--- src/rtl/mtvo_pkg.sv ---
`timescale 1ns / 1ps
package mtvo_pkg;

   localparam int MAX_TONES_DEF    = 8;
   localparam int CORDIC_STEPS_DEF = 16;

   localparam int REQ_DATA_W = 136;
   localparam int REQ_USER_W = 1;
   localparam int RSP_DATA_W = 96;
   localparam int RSP_USER_W = 1;
   localparam int CSR_INDEX_W = 3;
   localparam int CSR_DATA_W  = 48;

   localparam int CORDIC_W = 34;
   localparam int TERM_W   = 33;

   localparam logic [CORDIC_W-1:0] CORDIC_GAIN_Q30 = 34'd652032874;
   localparam logic [47:0] END_TIME_RESET = 48'd6553600000000;

   localparam logic ACT_EVAL = 1'b0;
   localparam logic ACT_LOAD = 1'b1;

   localparam logic [CSR_INDEX_W-1:0] CSR_REF_X      = 3'd0;
   localparam logic [CSR_INDEX_W-1:0] CSR_REF_Y      = 3'd1;
   localparam logic [CSR_INDEX_W-1:0] CSR_REF_Z      = 3'd2;
   localparam logic [CSR_INDEX_W-1:0] CSR_TARGET     = 3'd3;
   localparam logic [CSR_INDEX_W-1:0] CSR_END_TIME   = 3'd4;
   localparam logic [CSR_INDEX_W-1:0] CSR_TONE_COUNT = 3'd5;

   localparam logic [1:0] COMP_X    = 2'd0;
   localparam logic [1:0] COMP_Y    = 2'd1;
   localparam logic [1:0] COMP_Z    = 2'd2;
   localparam logic [1:0] COMP_NONE = 2'd3;

   typedef enum logic [1:0] {
      CS_IDLE,
      CS_RUN,
      CS_ROUND
   } cordic_state_type;

   typedef enum logic [2:0] {
      ST_IDLE,
      ST_READ,
      ST_TURN,
      ST_START,
      ST_SINE,
      ST_AMP,
      ST_ACC,
      ST_DONE
   } seq_state_type;

   // arctangent of 2^-i in 2^-32 turn units, truncated
   function automatic logic [31:0] atan_turn(input logic [4:0] i);
      logic [31:0] r;
      case (i)
         5'd0:  r = 32'h20000000;
         5'd1:  r = 32'h12E4051D;
         5'd2:  r = 32'h09FB385B;
         5'd3:  r = 32'h051111D4;
         5'd4:  r = 32'h028B0D43;
         5'd5:  r = 32'h0145D7E1;
         5'd6:  r = 32'h00A2F61E;
         5'd7:  r = 32'h00517C55;
         5'd8:  r = 32'h0028BE53;
         5'd9:  r = 32'h00145F2E;
         5'd10: r = 32'h000A2F98;
         5'd11: r = 32'h000517CC;
         5'd12: r = 32'h00028BE6;
         5'd13: r = 32'h000145F3;
         5'd14: r = 32'h0000A2F9;
         5'd15: r = 32'h0000517C;
         5'd16: r = 32'h000028BE;
         5'd17: r = 32'h0000145F;
         5'd18: r = 32'h00000A2F;
         5'd19: r = 32'h00000517;
         5'd20: r = 32'h0000028B;
         5'd21: r = 32'h00000145;
         5'd22: r = 32'h000000A2;
         5'd23: r = 32'h00000051;
         default: r = 32'h00000000;
      endcase
      return r;
   endfunction

endpackage

--- src/rtl/multi_tone_vector_offset_top.sv ---
`timescale 1ns / 1ps
// a load transaction is taken and gives no result; an evaluate transaction steps
// through READ, TURN, START, SINE, AMP and ACC for each of n summed tones, then DONE
// loads the output register; it goes straight to DONE when none are summed
// requests are taken only in IDLE, so one evaluate runs at a time through the
// shared cordic rotator, and DONE waits while a previous result is held
// reset: synchronous, active high; clears control and configuration registers,
// the tone table is not cleared and holds garbage until loaded
module multi_tone_vector_offset_top #(
   parameter int MAX_TONES    = mtvo_pkg::MAX_TONES_DEF,
   parameter int CORDIC_STEPS = mtvo_pkg::CORDIC_STEPS_DEF
) (
   input  logic                               clock,
   input  logic                               reset,
   input  logic                               req_tvalid,
   output logic                               req_tready,
   // time_now[47:0] tone_index[50:48] tone_amplitude[82:51]
   // tone_frequency[114:83] tone_phase[130:115], zero pad to 136
   input  logic [mtvo_pkg::REQ_DATA_W-1:0]    req_tdata,
   // action[0]
   input  logic [mtvo_pkg::REQ_USER_W-1:0]    req_tuser,
   output logic                               rsp_tvalid,
   input  logic                               rsp_tready,
   // out_x[31:0] out_y[63:32] out_z[95:64]
   output logic [mtvo_pkg::RSP_DATA_W-1:0]    rsp_tdata,
   // oscillating[0]
   output logic [mtvo_pkg::RSP_USER_W-1:0]    rsp_tuser,
   input  logic                               csr_valid,
   output logic                               csr_ready,
   input  logic [mtvo_pkg::CSR_INDEX_W-1:0]   csr_index,
   input  logic [mtvo_pkg::CSR_DATA_W-1:0]    csr_data
);
   import mtvo_pkg::*;

   localparam int IDXW = (MAX_TONES > 1) ? $clog2(MAX_TONES) : 1;
   localparam int CNTW = $clog2(MAX_TONES + 1);
   localparam int SUMW = TERM_W + $clog2(MAX_TONES) + 1;
   localparam int VECW = SUMW + 1;

   // request fields
   logic        action;
   logic [47:0] time_now;
   logic [2:0]  tone_index;
   logic [31:0] tone_amplitude;
   logic [31:0] tone_frequency;
   logic [15:0] tone_phase;

   assign action         = req_tuser[0];
   assign time_now       = req_tdata[47:0];
   assign tone_index     = req_tdata[50:48];
   assign tone_amplitude = req_tdata[82:51];
   assign tone_frequency = req_tdata[114:83];
   assign tone_phase     = req_tdata[130:115];

   // configuration registers
   logic [31:0] ref_x_ff, ref_y_ff, ref_z_ff;
   logic [1:0]  target_ff;
   logic [47:0] end_time_ff;
   logic [3:0]  tone_count_ff;

   assign csr_ready = 1'b1;

   always_ff @(posedge clock) begin
      if (reset) begin
         ref_x_ff      <= '0;
         ref_y_ff      <= '0;
         ref_z_ff      <= '0;
         target_ff     <= COMP_X;
         end_time_ff   <= END_TIME_RESET;
         tone_count_ff <= '0;
      end else if (csr_valid) begin
         case (csr_index)
            CSR_REF_X:      ref_x_ff      <= csr_data[31:0];
            CSR_REF_Y:      ref_y_ff      <= csr_data[31:0];
            CSR_REF_Z:      ref_z_ff      <= csr_data[31:0];
            CSR_TARGET:     target_ff     <= csr_data[1:0];
            CSR_END_TIME:   end_time_ff   <= csr_data[47:0];
            CSR_TONE_COUNT: tone_count_ff <= csr_data[3:0];
            default: ;
         endcase
      end
   end

   // sequencer
   seq_state_type state_ff, state_in;

   logic            req_accept;
   logic            rsp_free;
   logic            mem_we;
   logic [CNTW-1:0] n_eff;
   logic            active;
   logic            last_tone;

   logic [31:0]     t_lo_ff;
   logic [CNTW-1:0] n_ff;
   logic [IDXW-1:0] idx_ff;
   logic            osc_ff;
   logic [31:0]     turn_ff;
   logic signed [47:0]     prod_ff;
   logic signed [SUMW-1:0] sum_ff;

   logic [31:0] rd_amp, rd_freq;
   logic [15:0] rd_phase;
   logic        cordic_start;
   logic        cordic_done;
   logic [15:0] cordic_sine;
   logic [31:0] cordic_angle;

   assign req_tready = (state_ff == ST_IDLE);
   assign req_accept = req_tvalid && req_tready;
   assign rsp_free   = !rsp_tvalid || rsp_tready;

   // loads beyond the table are dropped
   assign mem_we = req_accept && (action == ACT_LOAD) && (32'(tone_index) < 32'(MAX_TONES));

   always_comb begin
      if (32'(tone_count_ff) > 32'(MAX_TONES))
         n_eff = CNTW'(MAX_TONES);
      else
         n_eff = CNTW'(tone_count_ff);
   end

   assign active    = (time_now < end_time_ff) && (target_ff != COMP_NONE) && (n_eff != '0);
   assign last_tone = ((CNTW'(idx_ff) + CNTW'(1)) == n_ff);

   always_comb begin
      state_in = state_ff;
      case (state_ff)
         ST_IDLE:
            if (req_accept && action == ACT_EVAL)
               state_in = active ? ST_READ : ST_DONE;
         ST_READ:  state_in = ST_TURN;
         ST_TURN:  state_in = ST_START;
         ST_START: state_in = ST_SINE;
         ST_SINE:  if (cordic_done) state_in = ST_AMP;
         ST_AMP:   state_in = ST_ACC;
         ST_ACC:   state_in = last_tone ? ST_DONE : ST_READ;
         ST_DONE:  if (rsp_free) state_in = ST_IDLE;
         default:  state_in = ST_IDLE;
      endcase
   end

   always_ff @(posedge clock) begin
      if (reset) state_ff <= ST_IDLE;
      else       state_ff <= state_in;
   end

   mtvo_tone_mem #(
      .DEPTH (MAX_TONES),
      .IDXW  (IDXW)
   ) u_tone_mem (
      .clock    (clock),
      .wr_en    (mem_we),
      .wr_addr  (IDXW'(tone_index)),
      .wr_amp   (tone_amplitude),
      .wr_freq  (tone_frequency),
      .wr_phase (tone_phase),
      .rd_addr  (idx_ff),
      .rd_amp   (rd_amp),
      .rd_freq  (rd_freq),
      .rd_phase (rd_phase)
   );

   // angle in turns: frequency times time, whole turns dropped, plus phase
   assign cordic_start = (state_ff == ST_START);
   assign cordic_angle = turn_ff + {rd_phase, 16'h0000};

   mtvo_cordic #(
      .CORDIC_STEPS (CORDIC_STEPS)
   ) u_cordic (
      .clock (clock),
      .reset (reset),
      .start (cordic_start),
      .angle (cordic_angle),
      .done  (cordic_done),
      .sine  (cordic_sine)
   );

   logic signed [47:0]     prod_rnd;
   logic signed [TERM_W-1:0] term;

   assign prod_rnd = prod_ff + 48'sd16384;
   assign term     = prod_rnd[47:15];

   always_ff @(posedge clock) begin
      if (req_accept && action == ACT_EVAL) begin
         t_lo_ff <= time_now[31:0];
         n_ff    <= n_eff;
         idx_ff  <= '0;
         sum_ff  <= '0;
         osc_ff  <= active;
      end
      if (state_ff == ST_TURN)
         turn_ff <= 32'(rd_freq * t_lo_ff);
      if (state_ff == ST_AMP)
         prod_ff <= $signed(rd_amp) * $signed(cordic_sine);
      if (state_ff == ST_ACC) begin
         sum_ff <= sum_ff + {{(SUMW - TERM_W){term[TERM_W-1]}}, term};
         if (!last_tone) idx_ff <= idx_ff + IDXW'(1);
      end
   end

   // final vector: one adder on the selected component, then saturation
   logic [31:0]            base;
   logic signed [VECW-1:0] total;
   logic [31:0]            total_sat;

   always_comb begin
      case (target_ff)
         COMP_X:  base = ref_x_ff;
         COMP_Y:  base = ref_y_ff;
         COMP_Z:  base = ref_z_ff;
         default: base = ref_x_ff;
      endcase
      total = VECW'(signed'(base)) + VECW'(sum_ff);
      if (total[VECW-1:31] == '0 || total[VECW-1:31] == '1)
         total_sat = total[31:0];
      else if (total[VECW-1])
         total_sat = 32'h80000000;
      else
         total_sat = 32'h7FFFFFFF;
   end

   // output register, loaded in DONE once the previous result is taken or none is held
   logic        rsp_valid_ff;
   logic [95:0] rsp_data_ff;
   logic        rsp_osc_ff;

   always_ff @(posedge clock) begin
      if (reset) begin
         rsp_valid_ff <= 1'b0;
      end else if (state_ff == ST_DONE && rsp_free) begin
         rsp_valid_ff <= 1'b1;
      end else if (rsp_tready) begin
         rsp_valid_ff <= 1'b0;
      end
   end

   always_ff @(posedge clock) begin
      if (state_ff == ST_DONE && rsp_free) begin
         rsp_data_ff[31:0]  <= (osc_ff && target_ff == COMP_X) ? total_sat : ref_x_ff;
         rsp_data_ff[63:32] <= (osc_ff && target_ff == COMP_Y) ? total_sat : ref_y_ff;
         rsp_data_ff[95:64] <= (osc_ff && target_ff == COMP_Z) ? total_sat : ref_z_ff;
         rsp_osc_ff         <= osc_ff;
      end
   end

   assign rsp_tvalid   = rsp_valid_ff;
   assign rsp_tdata    = rsp_data_ff;
   assign rsp_tuser[0] = rsp_osc_ff;

endmodule

--- src/rtl/mtvo_tone_mem.sv ---
`timescale 1ns / 1ps
module mtvo_tone_mem #(
   parameter int DEPTH = mtvo_pkg::MAX_TONES_DEF,
   parameter int IDXW  = 3
) (
   input  logic            clock,
   input  logic            wr_en,
   input  logic [IDXW-1:0] wr_addr,
   input  logic [31:0]     wr_amp,
   input  logic [31:0]     wr_freq,
   input  logic [15:0]     wr_phase,
   input  logic [IDXW-1:0] rd_addr,
   output logic [31:0]     rd_amp,
   output logic [31:0]     rd_freq,
   output logic [15:0]     rd_phase
);
   import mtvo_pkg::*;

   logic [31:0] amp_mem   [DEPTH];
   logic [31:0] freq_mem  [DEPTH];
   logic [15:0] phase_mem [DEPTH];

   logic [31:0] rd_amp_ff;
   logic [31:0] rd_freq_ff;
   logic [15:0] rd_phase_ff;

   always_ff @(posedge clock) begin
      if (wr_en) begin
         amp_mem[wr_addr]   <= wr_amp;
         freq_mem[wr_addr]  <= wr_freq;
         phase_mem[wr_addr] <= wr_phase;
      end
   end

   always_ff @(posedge clock) begin
      rd_amp_ff   <= amp_mem[rd_addr];
      rd_freq_ff  <= freq_mem[rd_addr];
      rd_phase_ff <= phase_mem[rd_addr];
   end

   assign rd_amp   = rd_amp_ff;
   assign rd_freq  = rd_freq_ff;
   assign rd_phase = rd_phase_ff;

endmodule

--- src/rtl/mtvo_cordic.sv ---
`timescale 1ns / 1ps
module mtvo_cordic #(
   parameter int CORDIC_STEPS = mtvo_pkg::CORDIC_STEPS_DEF
) (
   input  logic        clock,
   input  logic        reset,
   input  logic        start,
   input  logic [31:0] angle,
   output logic        done,
   output logic [15:0] sine
);
   import mtvo_pkg::*;

   localparam int SW = $clog2(CORDIC_STEPS);

   cordic_state_type state_ff, state_in;

   logic signed [CORDIC_W-1:0] x_ff, y_ff, z_ff;
   logic [SW-1:0]              step_ff;
   logic                       flip_ff;
   logic                       done_ff;
   logic [15:0]                sine_ff;

   logic                       flip;
   logic [31:0]                folded;
   logic signed [CORDIC_W-1:0] x_sh, y_sh, at, y_fin, y_rnd, q;
   logic                       last_step;

   // fold the left half-plane onto the right one, negate at the end
   assign flip   = angle[31] ^ angle[30];
   assign folded = {angle[31] ^ flip, angle[30:0]};

   assign x_sh      = x_ff >>> step_ff;
   assign y_sh      = y_ff >>> step_ff;
   assign at        = CORDIC_W'(atan_turn(5'(step_ff)));
   assign last_step = (step_ff == SW'(CORDIC_STEPS - 1));

   assign y_fin = flip_ff ? -y_ff : y_ff;
   assign y_rnd = y_fin + CORDIC_W'(16384);
   assign q     = y_rnd >>> 15;

   always_comb begin
      state_in = state_ff;
      case (state_ff)
         CS_IDLE:  if (start) state_in = CS_RUN;
         CS_RUN:   if (last_step) state_in = CS_ROUND;
         CS_ROUND: state_in = CS_IDLE;
         default:  state_in = CS_IDLE;
      endcase
   end

   always_ff @(posedge clock) begin
      if (reset) begin
         state_ff <= CS_IDLE;
         done_ff  <= 1'b0;
      end else begin
         state_ff <= state_in;
         done_ff  <= (state_ff == CS_ROUND);
      end
   end

   always_ff @(posedge clock) begin
      case (state_ff)
         CS_IDLE: begin
            if (start) begin
               x_ff    <= CORDIC_GAIN_Q30;
               y_ff    <= '0;
               z_ff    <= CORDIC_W'(signed'(folded));
               flip_ff <= flip;
               step_ff <= '0;
            end
         end
         CS_RUN: begin
            if (!z_ff[CORDIC_W-1]) begin
               x_ff <= x_ff - y_sh;
               y_ff <= y_ff + x_sh;
               z_ff <= z_ff - at;
            end else begin
               x_ff <= x_ff + y_sh;
               y_ff <= y_ff - x_sh;
               z_ff <= z_ff + at;
            end
            step_ff <= step_ff + SW'(1);
         end
         CS_ROUND: begin
            // saturate to q1.15
            if (q[CORDIC_W-1:15] == '0 || q[CORDIC_W-1:15] == '1)
               sine_ff <= q[15:0];
            else if (q[CORDIC_W-1])
               sine_ff <= 16'h8000;
            else
               sine_ff <= 16'h7FFF;
         end
         default: ;
      endcase
   end

   assign done = done_ff;
   assign sine = sine_ff;

endmodule
--- config.mk ---
export PLATFORM = sky130hd
export DESIGN_NAME = multi_tone_vector_offset_top
export DESIGN_NICKNAME = d
export VERILOG_FILES = /design/src/rtl/mtvo_pkg.sv /design/src/rtl/multi_tone_vector_offset_top.sv /design/src/rtl/mtvo_tone_mem.sv /design/src/rtl/mtvo_cordic.sv
export SDC_FILE = /design/constraint.sdc
export NUM_CORES = 2
export LEC_CHECK = 0
export ABC_AREA = 1
export BUFFER_PORTS_ARGS = -buffer_cell sky130_fd_sc_hd__buf_4
export CAP_MARGIN = 20
export CORE_MARGIN = 3
export CORE_UTILIZATION = 50
export CTS_CLUSTER_SIZE = 24
export DETAILED_ROUTE_END_ITERATION = 10
export PLACE_DENSITY = 0.69
export SLEW_MARGIN = 40
export SYNTH_ARGS = -nofsm -noshare
export SYNTH_HDL_FRONTEND = slang
export SYNTH_SLANG_ARGS = --single-unit
--- constraint.sdc ---
create_clock -name clock -period 10.3 [get_ports clock]
set_input_delay 2.06 -clock clock [delete_from_list [all_inputs] [get_ports clock]]
set_output_delay 2.06 -clock clock [all_outputs]
set_load 0.005 [all_outputs]
==> metrics.md <==
| Metric | Value |
|---|---|
| Rel. slew slack | `38.8%` |
| Netlist Area Pre-Place | `101,000 um2` |
| Post-synthesis compound-gate area fraction | `9.72%` |
| Run status | `finished clean` |
| Net Count, Synth | `13.6k` |
| Synth Area per Inst | `8.39 um2` |
| CTS max path bufs | `3` |
| Post-synth cell types | `59` |
| Share of layout cells above drive strength 1 | `6.74%` |
| DR top layer | `met5` |
| Worst path required time | `10.83 ns` |
| Number of global-route vias before repair | `81.1k` |
| TritonCTS clock tree | `yes` |
| # hold bufs at CTS | `0` |
| Setup TNS | `0 ns` |
| Clk slew on worst S/H paths | `0.06 ns` |
| Fmax | `0.133 GHz` |
| Largest family of logic cells by synthesized area | `adder cells` |
| Clock root cell | `clkbuf_16` |
| Post CTS Setup Buffer Count | `0` |
| Crit path kind | `reg -> reg` |
| Top_reg_cell synth | `edfxtp_1` |
| Clock Latency Late Sink | `0.84 ns` |
| Top cell type's share of synthesized area | `29.9%` |
| Final core utilization | `55.5%` |
| Main area contributors after synthesis | `edfxtp_1 (30%), fa_1 (18%), nand2_1 (9.9%)` |
| Count of pins over their slew limit | `0` |
| Post-route ant nets | `0` |
| Die width | `454 um` |
| Simple-Gate Fraction of Synth Area | `18.3%` |
| Initial core utilization | `50.6%` |
| Setup ws final | `2.81 ns` |
| Number of enable flip-flop cells after synthesis | `1,000` |
| Die Area | `207,000 um2` |
| IO Pins | `293` |
| Final hold violations | `0` |
| Met3 wire len | `21.1 mm` |
| Count of final setup violators | `0` |
| Asr flop ratio synth | `0%` |
| CP Capture Type | `flip-flop` |
| Min-delay worst type | `reg -> reg` |
| First-pass GRT wire length | `452 mm` |
| DRT met1 WL | `119 mm` |
| GRT Overall Usage | `27.9%` |
| Minimum clock period | `7.49 ns` |
| Setup WS pre-CTS | `2.95 ns` |
| Max_cap viols | `0` |
| Port bufs | `286` |
| Met2 Wirelength | `134 mm` |
| Mapped Cells | `12.0k` |
| FP Rows | `163` |
| Core Area | `199,000 um2` |
| TritonCTS Sinks | `1,270` |
| Routed Wire Length | `290 mm` |
| CTS Buf Count | `143` |
| First DRT Iteration DRCs | `7,116` |
| Drt pass-1 iters | `8` |
| Post-CTS Resized | `0` |
| Sequential fraction of the synthesis area | `35.2%` |
| Detailed Place HPWL | `214 mm` |
| Drc violations | `0` |
| Post-Synth Adder-Cell Area | `23.9%` |
| Per-cell routed wire length | `19.5 um` |
| Ys Warns | `0` |
| Congestion Overflow GR | `0` |
| Synth Area in XOR/XNOR | `2.90%` |
| Critical Path AT | `8.02 ns` |
| RSZ-0062 raised after global routing | `false` |
| Slew of the pin with the lowest slew margin | `0.917 ns` |
| CTS H-tree depth | `4` |
| Final Skew | `0.0627 ns` |
| Number of synthesized register bits | `1,270` |
| Synth area leader | `edfxtp_1` |
| Ratio of final minimum period to clock period | `72.7%` |
| Layout Nets | `13.6k` |
| Initial antenna violation count | `30` |
| CP max FO | `16` |
| GPL Wtd Cong | `0.965` |
| Largest net degree at the start of global routing | `178` |
| Synth-to-Final Area Change | `9.59%` |
| Detailed-route via count | `80.8k` |
| CP Launch Type | `flip-flop` |
| Die Ht | `454 um` |
| Post-synthesis mux area share | `0%` |
| Vias per cell | `5.46` |
-- layout make-up --
| type | instances | area (um2) |
|---|---|---|
| fillers | 17922 | 88400 |
| multi-input cells | 8098 | 55300 |
| flip-flops and latches | 1270 | 35500 |
| repair buffers | 408 | 3180 |
| well taps | 2640 | 3300 |
| diodes | 16 | 40.0 |
| inverters | 2112 | 7960 |
| clock buffers | 170 | 3770 |
| clock inverters | 96 | 1210 |
-- cells in the final DEF (no fill, tap or decap), types with 22 or more instances in the layout --
cell type / count
clkbuf_16: 144
xnor2_1: 128
o22ai_1: 81
o21a_1: 40
dfxtp_1: 249
nand4_1: 63
nor2_2: 25
a21oi_1: 489
nand2_1: 2645
o211ai_1: 34
buf_4: 391
nand3_1: 367
ha_1: 485
a21o_1: 23
nand2_2: 49
clkinv_2: 24
nor3_1: 57
nor4_1: 23
inv_1: 2088
clkinv_1: 22
nor2_1: 1278
edfxtp_1: 1000
o21ai_1: 79
fa_1: 899
o21ai_0: 845
xor2_1: 199
a31oi_1: 129
-- flip-flops by register name, indices dropped and copies added (netlist names), 34 cells and up --
signal                cells
u_cordic.z_ff            34
rsp_tdata                96
u_cordic.y_ff            34
u_tone_mem.phase_mem    128
prod_ff                  34
u_tone_mem.amp_mem      256
sum_ff                   37
end_time_ff              48
u_tone_mem.freq_mem     256
u_cordic.x_ff            34
-- kinds of logic after synthesis --
logic type / count (synthesis)
buffers and inverters: 2616
and+or+nand+nor: 4581
DFF: 1270
xor gates and xnor gates: 329
adders and majority gates: 1385
other: 1
AOI/OAI and AO/OA: 1802
-- per-stage QoR --
| stage | cell area [um2] | std cells | hold slack, ns |
|---|---|---|---|
| 2_1_floorplan | 101000 | 11984 | 0.424 |
| 3_3_place_gp | 105000 | 14519 | 0.447 |
| 3_5_place_dp | 105000 | 14523 | 0.453 |
| 4_1_cts | 110000 | 14789 | 0.461 |
| 5_1_grt | 110000 | 14806 | 0.481 |
| 6_report | 110000 | 14810 | 0.457 |
-- metal layers --
layer,global-route usage [%],up-vias
li1,-,38023
met1,36.2,39086
met3,4.87,642
met2,45.1,3078
met5,0,-
met4,14.4,14
-- cells in the mapped netlist, types with 199 or more instances --
master	n
nand2_1	2646
dfxtp_1	270
nand3_1	367
nor2_1	1291
a21oi_1	489
edfxtp_1	1000
fa_1	899
o21ai_0	848
inv_1	2093
clkbuf_1	405
xor2_1	199
ha_1	486
-- worst max-delay path: stages (launching register included) --
cell and delay (ns):
edfxtp_1 0.88, buf_4 0.36, nand2_1 0.09, inv_1 0.11
fa_1 0.17, inv_1 0.05, fa_1 0.42, fa_1 0.50
fa_1 0.55, inv_1 0.06, fa_1 0.51, inv_1 0.06
fa_1 0.53, inv_1 0.05, fa_1 0.49, fa_1 0.41
ha_1 0.35, nand2_1 0.08, inv_1 0.05, a221oi_1 0.45
o21ai_0 0.24, a21oi_1 0.29, nor2_1 0.07, nor2_1 0.15
o21ai_0 0.11, xor2_1 0.16
-- final timing paths --
path              slack, ns  cells past startpoint                          from                            to
setup / recovery       2.81                     25          t_lo_ff[2]$_DFFE_PP_         turn_ff[25]$_DFFE_PP_
hold / removal         0.46                      2  end_time_ff[46]$_SDFFE_PP0P_  end_time_ff[46]$_SDFFE_PP0P_
setup reg to reg       2.81                     25          t_lo_ff[2]$_DFFE_PP_         turn_ff[25]$_DFFE_PP_
hold reg to reg        0.46                      2  end_time_ff[46]$_SDFFE_PP0P_  end_time_ff[46]$_SDFFE_PP0P_
Power is not shown: default switching activity piles up to over one toggle a cycle in this logic, so the estimate is an artifact.
